===== config.mk =====
export PLATFORM = sky130hd
export DESIGN_NAME = kmp_substring_matcher_flat
export DESIGN_NICKNAME = d
export VERILOG_FILES = /design/src/hw/rtl/kmp_pkg.sv /design/src/hw/rtl/kmp_ifs.sv /design/src/hw/rtl/kmp_cell.sv /design/src/hw/rtl/kmp_tally.sv /design/src/hw/rtl/kmp_substring_matcher.sv /design/src/flat_wrapper.sv
export SDC_FILE = /design/constraint.sdc
export NUM_CORES = 1
export LEC_CHECK = 0
export BUFFER_PORTS_ARGS = -buffer_cell sky130_fd_sc_hd__buf_2
export CAP_MARGIN = 30
export CORE_MARGIN = 2
export CORE_UTILIZATION = 45
export CTS_CLUSTER_SIZE = 8
export DETAILED_ROUTE_END_ITERATION = 7
export GPL_ROUTABILITY_DRIVEN = 0
export HOLD_SLACK_MARGIN = 0.02
export SLEW_MARGIN = 30
export SYNTH_ARGS = -nofsm -noshare
export SYNTH_HDL_FRONTEND = slang
export SYNTH_SLANG_ARGS = --single-unit

===== constraint.sdc =====
create_clock -name clock -period 5.1 [get_ports clock]
set_clock_uncertainty 0.05 [all_clocks]
set_input_delay 1.02 -clock clock [delete_from_list [all_inputs] [get_ports clock]]
set_output_delay 1.02 -clock clock [all_outputs]
set_load 0.02 [all_outputs]

===== src/hw/rtl/kmp_pkg.sv =====
// kmp_pkg: shared widths, register indexes and control types for the
// streaming substring matcher. No dependencies.
package kmp_pkg;

   localparam int REG_BYTES   = 32;  // pattern bytes the registers supply
   localparam int WORD_COUNT  = 4;   // 64-bit pattern registers
   localparam int WORD_W      = 64;
   localparam int BYTE_W      = 8;
   localparam int PAT_LEN_W   = 6;
   localparam int LEN_EXT_W   = 7;   // holds any effective length up to 64
   localparam int POS_W       = 32;
   localparam int CSR_INDEX_W = 3;

   typedef enum logic [CSR_INDEX_W-1:0] {
      CSR_PATTERN_LENGTH = 3'd0,
      CSR_BYTES_0_7      = 3'd1,
      CSR_BYTES_8_15     = 3'd2,
      CSR_BYTES_16_23    = 3'd3,
      CSR_BYTES_24_31    = 3'd4
   } csr_index_type;

   // one accepted text byte as seen by the tally stage
   typedef struct packed {
      logic advance;
      logic restart;
      logic found;
   } kmp_step_type;

endpackage


===== src/hw/rtl/kmp_ifs.sv =====
// kmp_ifs: valid/ready channel interfaces for text, results and register
// writes. Depends on kmp_pkg.
interface kmp_req_if import kmp_pkg::*; ();
   logic              valid;
   logic              ready;
   logic [BYTE_W-1:0] text_byte;
   logic              start_of_text;
   modport source (output valid, text_byte, start_of_text, input ready);
   modport sink   (input valid, text_byte, start_of_text, output ready);
endinterface

interface kmp_rsp_if import kmp_pkg::*; ();
   logic             valid;
   logic             ready;
   logic             match_found;
   logic [POS_W-1:0] match_start;
   logic [POS_W-1:0] matches_so_far;
   modport source (output valid, match_found, match_start, matches_so_far, input ready);
   modport sink   (input valid, match_found, match_start, matches_so_far, output ready);
endinterface

interface kmp_csr_if import kmp_pkg::*; ();
   logic                   valid;
   logic                   ready;
   logic [CSR_INDEX_W-1:0] index;
   logic [WORD_W-1:0]      data;
   modport source (output valid, index, data, input ready);
   modport sink   (input valid, index, data, output ready);
endinterface


===== src/hw/rtl/kmp_cell.sv =====
// kmp_cell: one compare cell of the match chain; holds whether the pattern
// prefix ending at this cell matched the text so far. Depends on kmp_pkg.
module kmp_cell import kmp_pkg::*; (
   input  logic              clock,
   input  logic              reset,
   input  logic              advance,
   input  logic              flush,
   input  logic              link_in,
   input  logic [BYTE_W-1:0] text_byte,
   input  logic [BYTE_W-1:0] pattern_byte,
   output logic              hit_next,
   output logic              hit_q
);

   logic hit_ff;
   logic hit_in;

   assign hit_next = link_in & (text_byte == pattern_byte);

   always_comb begin
      hit_in = hit_ff;
      if (flush) begin
         hit_in = 1'b0;
      end else if (advance) begin
         hit_in = hit_next;
      end
   end

   always_ff @(posedge clock) begin
      if (reset) begin
         hit_ff <= 1'b0;
      end else begin
         hit_ff <= hit_in;
      end
   end

   assign hit_q = hit_ff;

endmodule


===== src/hw/rtl/kmp_tally.sv =====
// kmp_tally: text position, saturating match count and the result register.
// Depends on kmp_pkg and kmp_rsp_if.
module kmp_tally import kmp_pkg::*; (
   input  logic             clock,
   input  logic             reset,
   input  kmp_step_type     step,
   input  logic [POS_W-1:0] span,
   output logic             space,
   kmp_rsp_if.source        rsp_bus
);

   localparam logic [POS_W-1:0] SAT = {POS_W{1'b1}};

   logic [POS_W-1:0] pos_ff, pos_in;
   logic [POS_W-1:0] total_ff, total_in;
   logic             valid_ff, valid_in;
   logic             found_ff, found_in;
   logic [POS_W-1:0] start_ff, start_in;
   logic [POS_W-1:0] count_ff, count_in;
   logic [POS_W-1:0] pos_cur;
   logic [POS_W-1:0] total_cur;
   logic [POS_W-1:0] total_new;

   assign space = ~valid_ff | rsp_bus.ready;

   always_comb begin
      pos_cur   = step.restart ? '0 : pos_ff;
      total_cur = step.restart ? '0 : total_ff;
      total_new = (step.found && total_cur != SAT) ? total_cur + 1'b1 : total_cur;

      pos_in   = pos_ff;
      total_in = total_ff;
      valid_in = valid_ff & ~rsp_bus.ready;
      found_in = found_ff;
      start_in = start_ff;
      count_in = count_ff;
      if (step.advance) begin
         pos_in   = (pos_cur == SAT) ? pos_cur : pos_cur + 1'b1;
         total_in = total_new;
         valid_in = 1'b1;
         found_in = step.found;
         start_in = step.found ? pos_cur - span : '0;
         count_in = total_new;
      end
   end

   always_ff @(posedge clock) begin
      if (reset) begin
         pos_ff   <= '0;
         total_ff <= '0;
         valid_ff <= 1'b0;
      end else begin
         pos_ff   <= pos_in;
         total_ff <= total_in;
         valid_ff <= valid_in;
      end
      found_ff <= found_in;
      start_ff <= start_in;
      count_ff <= count_in;
   end

   assign rsp_bus.valid          = valid_ff;
   assign rsp_bus.match_found    = found_ff;
   assign rsp_bus.match_start    = start_ff;
   assign rsp_bus.matches_so_far = count_ff;

endmodule


===== src/hw/rtl/kmp_substring_matcher.sv =====
// kmp_substring_matcher: streaming substring search over a chain of compare
// cells, one per pattern byte. Depends on kmp_pkg, kmp_ifs, kmp_cell, kmp_tally.
//
//   channel  | dir | beat
//   ---------+-----+-------------------------------------------------
//   req_bus  | in  | text_byte, start_of_text
//   rsp_bus  | out | match_found, match_start, matches_so_far
//   csr_bus  | in  | index (0 length, 1..4 pattern bytes), data
//
// One text beat per cycle; each beat shifts every cell's hit bit one place
// down the chain, so a result leaves in the cycle after its beat is taken.
// The single result register throttles intake when rsp_bus stalls.
// Reset: length 1, pattern bytes zero, position and count zero.
// A write to index 0..4 clears all cell hits; csr_bus never stalls.
module kmp_substring_matcher import kmp_pkg::*; #(
   parameter int MAX_PATTERN = 32
) (
   input  logic      clock,
   input  logic      reset,
   kmp_req_if.sink   req_bus,
   kmp_rsp_if.source rsp_bus,
   kmp_csr_if.sink   csr_bus
);

   localparam int IDX_W = (MAX_PATTERN > 1) ? $clog2(MAX_PATTERN) : 1;

   logic [PAT_LEN_W-1:0]                pattern_length_ff, pattern_length_in;
   logic [WORD_COUNT-1:0][WORD_W-1:0]   pattern_words_ff, pattern_words_in;
   logic                                flush;
   logic                                advance;
   logic                                tally_space;
   logic [LEN_EXT_W-1:0]                len_ext;
   logic [LEN_EXT_W-1:0]                eff_len;
   logic [IDX_W-1:0]                    last_idx;
   logic [POS_W-1:0]                    span;
   logic [MAX_PATTERN-1:0]              link;
   logic [MAX_PATTERN-1:0]              hit_next;
   logic [MAX_PATTERN-1:0]              hit_q;
   logic [MAX_PATTERN-1:0][BYTE_W-1:0]  pat_byte;
   kmp_step_type                        step;

   // register writes
   assign csr_bus.ready = 1'b1;

   always_comb begin
      pattern_length_in = pattern_length_ff;
      pattern_words_in  = pattern_words_ff;
      flush             = 1'b0;
      if (csr_bus.valid) begin
         unique case (csr_bus.index)
            CSR_PATTERN_LENGTH: begin
               pattern_length_in = csr_bus.data[PAT_LEN_W-1:0];
               flush             = 1'b1;
            end
            CSR_BYTES_0_7: begin
               pattern_words_in[0] = csr_bus.data;
               flush               = 1'b1;
            end
            CSR_BYTES_8_15: begin
               pattern_words_in[1] = csr_bus.data;
               flush               = 1'b1;
            end
            CSR_BYTES_16_23: begin
               pattern_words_in[2] = csr_bus.data;
               flush               = 1'b1;
            end
            CSR_BYTES_24_31: begin
               pattern_words_in[3] = csr_bus.data;
               flush               = 1'b1;
            end
            default: begin
               flush = 1'b0;
            end
         endcase
      end
   end

   always_ff @(posedge clock) begin
      if (reset) begin
         pattern_length_ff <= PAT_LEN_W'(1);
         pattern_words_ff  <= '0;
      end else begin
         pattern_length_ff <= pattern_length_in;
         pattern_words_ff  <= pattern_words_in;
      end
   end

   // clamp length into 1..MAX_PATTERN
   always_comb begin
      len_ext = {1'b0, pattern_length_ff};
      if (len_ext == '0) begin
         eff_len = LEN_EXT_W'(1);
      end else if (len_ext > LEN_EXT_W'(MAX_PATTERN)) begin
         eff_len = LEN_EXT_W'(MAX_PATTERN);
      end else begin
         eff_len = len_ext;
      end
   end

   assign last_idx = IDX_W'(eff_len - 1'b1);
   assign span     = POS_W'(eff_len - 1'b1);

   assign req_bus.ready = tally_space;
   assign advance       = req_bus.valid & tally_space;

   // cell chain
   for (genvar k = 0; k < MAX_PATTERN; k++) begin : g_cell
      localparam int WORD_SEL = k / 8;
      localparam int BYTE_SEL = k % 8;
      if (k < REG_BYTES) begin : g_reg
         assign pat_byte[k] = pattern_words_ff[WORD_SEL][BYTE_SEL*BYTE_W +: BYTE_W];
      end else begin : g_zero
         assign pat_byte[k] = '0;
      end
      if (k == 0) begin : g_head
         assign link[k] = 1'b1;
      end else begin : g_body
         // drop the prior hit when the text restarts at this beat
         assign link[k] = hit_q[k-1] & ~req_bus.start_of_text;
      end
      kmp_cell u_cell (
         .clock        (clock),
         .reset        (reset),
         .advance      (advance),
         .flush        (flush),
         .link_in      (link[k]),
         .text_byte    (req_bus.text_byte),
         .pattern_byte (pat_byte[k]),
         .hit_next     (hit_next[k]),
         .hit_q        (hit_q[k])
      );
   end

   assign step.advance = advance;
   assign step.restart = req_bus.start_of_text;
   assign step.found   = hit_next[last_idx];

   kmp_tally u_tally (
      .clock   (clock),
      .reset   (reset),
      .step    (step),
      .span    (span),
      .space   (tally_space),
      .rsp_bus (rsp_bus)
   );

   a_found_counts: assert property (@(posedge clock) disable iff (reset)
      rsp_bus.valid && rsp_bus.match_found |-> rsp_bus.matches_so_far != '0)
      else $error("match reported with zero count");

   a_start_zero: assert property (@(posedge clock) disable iff (reset)
      rsp_bus.valid && !rsp_bus.match_found |-> rsp_bus.match_start == '0)
      else $error("start position set without a match");

   a_flush_clears: assert property (@(posedge clock) disable iff (reset)
      flush |=> hit_q == '0)
      else $error("cell hits survive a register write");

   a_restart_head: assert property (@(posedge clock) disable iff (reset)
      advance && req_bus.start_of_text && !flush |=> $countones(hit_q) <= 1)
      else $error("restart left deeper prefix hits");

endmodule


===== src/flat_wrapper.sv =====
// flat-port wrapper written by rule: the top's interface ports become plain ports
module kmp_substring_matcher_flat import kmp_pkg::*;
#(
   parameter int MAX_PATTERN = 32
)
  (clock, reset, req_bus_valid, req_bus_text_byte, req_bus_start_of_text, req_bus_ready, rsp_bus_valid, rsp_bus_match_found, rsp_bus_match_start, rsp_bus_matches_so_far, rsp_bus_ready, csr_bus_valid, csr_bus_index, csr_bus_data, csr_bus_ready);
  kmp_req_if req_bus_i ();
  kmp_rsp_if rsp_bus_i ();
  kmp_csr_if csr_bus_i ();
  input  logic clock;
  input  logic reset;
  input wire logic [$bits(req_bus_i.valid)-1:0] req_bus_valid;
  input wire logic [$bits(req_bus_i.text_byte)-1:0] req_bus_text_byte;
  input wire logic [$bits(req_bus_i.start_of_text)-1:0] req_bus_start_of_text;
  output wire logic [$bits(req_bus_i.ready)-1:0] req_bus_ready;
  output wire logic [$bits(rsp_bus_i.valid)-1:0] rsp_bus_valid;
  output wire logic [$bits(rsp_bus_i.match_found)-1:0] rsp_bus_match_found;
  output wire logic [$bits(rsp_bus_i.match_start)-1:0] rsp_bus_match_start;
  output wire logic [$bits(rsp_bus_i.matches_so_far)-1:0] rsp_bus_matches_so_far;
  input wire logic [$bits(rsp_bus_i.ready)-1:0] rsp_bus_ready;
  input wire logic [$bits(csr_bus_i.valid)-1:0] csr_bus_valid;
  input wire logic [$bits(csr_bus_i.index)-1:0] csr_bus_index;
  input wire logic [$bits(csr_bus_i.data)-1:0] csr_bus_data;
  output wire logic [$bits(csr_bus_i.ready)-1:0] csr_bus_ready;
  assign req_bus_i.valid = req_bus_valid;
  assign req_bus_i.text_byte = req_bus_text_byte;
  assign req_bus_i.start_of_text = req_bus_start_of_text;
  assign req_bus_ready = req_bus_i.ready;
  assign rsp_bus_valid = rsp_bus_i.valid;
  assign rsp_bus_match_found = rsp_bus_i.match_found;
  assign rsp_bus_match_start = rsp_bus_i.match_start;
  assign rsp_bus_matches_so_far = rsp_bus_i.matches_so_far;
  assign rsp_bus_i.ready = rsp_bus_ready;
  assign csr_bus_i.valid = csr_bus_valid;
  assign csr_bus_i.index = csr_bus_index;
  assign csr_bus_i.data = csr_bus_data;
  assign csr_bus_ready = csr_bus_i.ready;
  kmp_substring_matcher #(.MAX_PATTERN(MAX_PATTERN)) u_core (.clock(clock), .reset(reset), .req_bus(req_bus_i), .rsp_bus(rsp_bus_i), .csr_bus(csr_bus_i));
endmodule

==> impl_metrics.json <==
{
  "cts_resized": 0,
  "io_pins": 149,
  "synth.distinct_cells": 76,
  "path_delay_family": "compound AO/OA/AOI/OAI gates",
  "async_flop_share_pct": 0,
  "hold_class": "flop to flop",
  "layout_common_cells": "nand2_1 (620), dfxtp_1 (358), a21oi_1 (343)",
  "grt_first_pass_wirelength_mm": 98.5,
  "dp_cells": 3305,
  "ant_nets": 0,
  "final_common_cell": "nand2_1",
  "drive_above_1_share_pct": 10.7,
  "tritoncts": "done",
  "fmax_mhz": 212,
  "rsz0062_at_grt": "no",
  "crit_slowest_cell": "a221oi_2",
  "yosysSeqAreaShare_pct": 41.8,
  "worst_pin_slew_ns": 0.962,
  "hold_ws_ns": 0.400,
  "grt_max_degree": 102,
  "fillers": 4533,
  "place_area_mm2": 0.0230,
  "drv_slew": 0,
  "worstPathCellList": "nor4_1, o21ba_2, inv_2, ha_1, or3b_1, a221oi_2, ha_1, o2111a_1, nor3_1, o21a_1, o211ai_1, a21oi_1, o21ai_0, o21ai_0, xnor2_1, and2_1",
  "syn_to_final_growth_pct": 12.9,
  "slew_headroom_pct": 35.9,
  "syn_area_per_cell_um2": 8.16,
  "die_h_um": 224,
  "fin_crit_ns": 4.71,
  "htree_levels": 2,
  "post_cts_buffers": 0,
  "tns_ns": 0,
  "final_util_pct": 51.5,
  "slowest_delay_ns": 0.59,
  "multi_input_comb_area_mm2": 0.0118,
  "yosys_warnings": 0,
  "first_pass_iters": 6,
  "grt_usage_pct": 24.6,
  "critPathRequiredTime_ns": 5.40,
  "fin_crit_sh_pct": 92.4,
  "rows": 80,
  "grt_overflow": 0,
  "wl_per_cell_um": 18.5,
  "hold_viol": 0,
  "endpoint_kind": "flop",
  "antenna_found_initial": 1,
  "path_max_fanout": 8,
  "cellPowerDensity_mw_per_mm2": 319,
  "die_area_mm2": 0.0502,
  "power_mw": 7.84,
  "clock-sinks": 423,
  "setup_ws_ns": 0.387,
  "drcViolationCount": 0,
  "cts_made_buffers": 58,
  "clockRootBuffer": "clkbuf_16",
  "portBuffers": 147,
  "finalSetupViolCount": 0,
  "insertion_delay_ns": 0.61,
  "worstSetupPathType": "flop to flop",
  "register_area_mm2": 0.00912,
  "wl_mm": 62.8,
  "synth-main-ff-cell": "dfxtp_1",
  "die_w_um": 224,
  "ys_ff_latch": 423,
  "via_per_inst": 5.56,
  "clockBufferDepth": 3,
  "synthCells": 2671,
  "p_leak_nw": 8.69,
  "synth_edf_count": 65,
  "ir_drop_mv": 0.285,
  "worst_ep_arrival_time_ns": 5.01,
  "start_util_pct": 45.6,
  "grt_pass1_vias": 17900,
  "ctsHoldBuffers": 0,
  "status": "completed",
  "clk_pin_slew_worst_paths_ns": 0.05,
  "drt_iter0_drc": 1578,
  "netlist_area_mm2": 0.0218,
  "maxCapViolations": 0,
  "crit_buf_inv": 1,
  "start_kind": "flop",
  "vias": 18800,
  "hpwl_mm": 40.4,
  "dp_slack_ns": 0.430,
  "core-area_mm2": 0.0477,
  "final_cell_area_mm2": 0.0246,
  "num-nets-final": 2867,
  "fin_cells": 3386
}
==> layer usage <==
metal  up-vias  part of all wire, %  GRT usage, %
met5         -                    0             0
met4         0                  2.8          8.62
met3       107                  5.5          3.02
met2       584                   47          41.3
met1      8962                   44          32.6
li1       9190                    -             -
==> worst register-to-register path: stages (launching register included) <==
cell and delay, ns:
dfxtp_1 0.46, nor4_1 0.11, o21ba_2 0.22, inv_2 0.06, ha_1 0.24, or3b_1 0.39
a221oi_2 0.59, ha_1 0.41, o2111a_1 0.17, nor3_1 0.29, o21a_1 0.28, o211ai_1 0.25
a21oi_1 0.26, o21ai_0 0.18, o21ai_0 0.24, xnor2_1 0.10, and2_1 0.17
==> synth_stat cells, types with 30 or more instances <==
cell      count  area (um^2)
nand2_1     622         2330
dfxtp_1     358         7170
a21oi_1     343         1720
xnor2_1     231         2020
clkbuf_1    136          510
nor2_1      101          379
xor2_1       97          850
o21ai_0      70          350
nand3_1      67          335
edfxtp_1     65         1950
nor2b_1      64          400
nand4_1      56          350
and2_1       40          250
nor3_1       35          175
ha_1         34          425
buf_2        30          150
==> area by class of cell <==
cell class	instances	area share, %
clock inverter	2	0.117
antenna	3	0.0305
clock buffer	75	6.25
inverter	27	0.422
tap	615	3.13
sequential	423	37.1
multi-input combinational	2035	48.0
timing repair buffer	206	5.02
==> sequential cells by signal, indices dropped and copies added, names as in the netlist <==
name                                   count
u_core.u_tally.rsp_bus.matches_so_far     32
u_core.g_cell.u_cell.hit_q                31
u_core.u_tally.rsp_bus.valid               1
u_core.u_tally.rsp_bus.match_found         1
u_core.u_tally.rsp_bus.match_start        32
u_core.pattern_length_ff                   6
u_core.pat_byte                          256
u_core.u_tally.total_ff                   32
u_core.u_tally.pos_ff                     32
==> power by group <==
part | internal, mW | switching, mW | total (mW)
combinational | 0.288 | 0.535 | 0.823
sequential | 3.48 | 0.0413 | 3.52
clock | 2.06 | 1.44 | 3.50
total | 5.83 | 2.01 | 7.84
==> path summary, 6_finish.rpt <==
kind                                       start                                      to  slack (ns)  depth (start not counted)
setup / recovery     u_core.pattern_length_ff[2]  u_core.u_tally.rsp_bus.match_start[31]        0.39                         16
hold / removal    u_core.g_cell[22].u_cell.hit_q          u_core.g_cell[22].u_cell.hit_q        0.40                          2
setup reg to reg     u_core.pattern_length_ff[2]  u_core.u_tally.rsp_bus.match_start[31]        0.39                         16
hold reg to reg   u_core.g_cell[22].u_cell.hit_q          u_core.g_cell[22].u_cell.hit_q        0.40                          2
==> logic make-up after synthesis <==
kind of cell	synth area share (%)
xor gates and xnor gates	13.2
buffers and inverters	4.20
and+or+nand+nor	24.1
other	0.0172
adders and majority gates	2.04
AOI/OAI and AO/OA	13.6
DFF	41.8
muxes	0.913
Power figures use the tool's default switching activity.
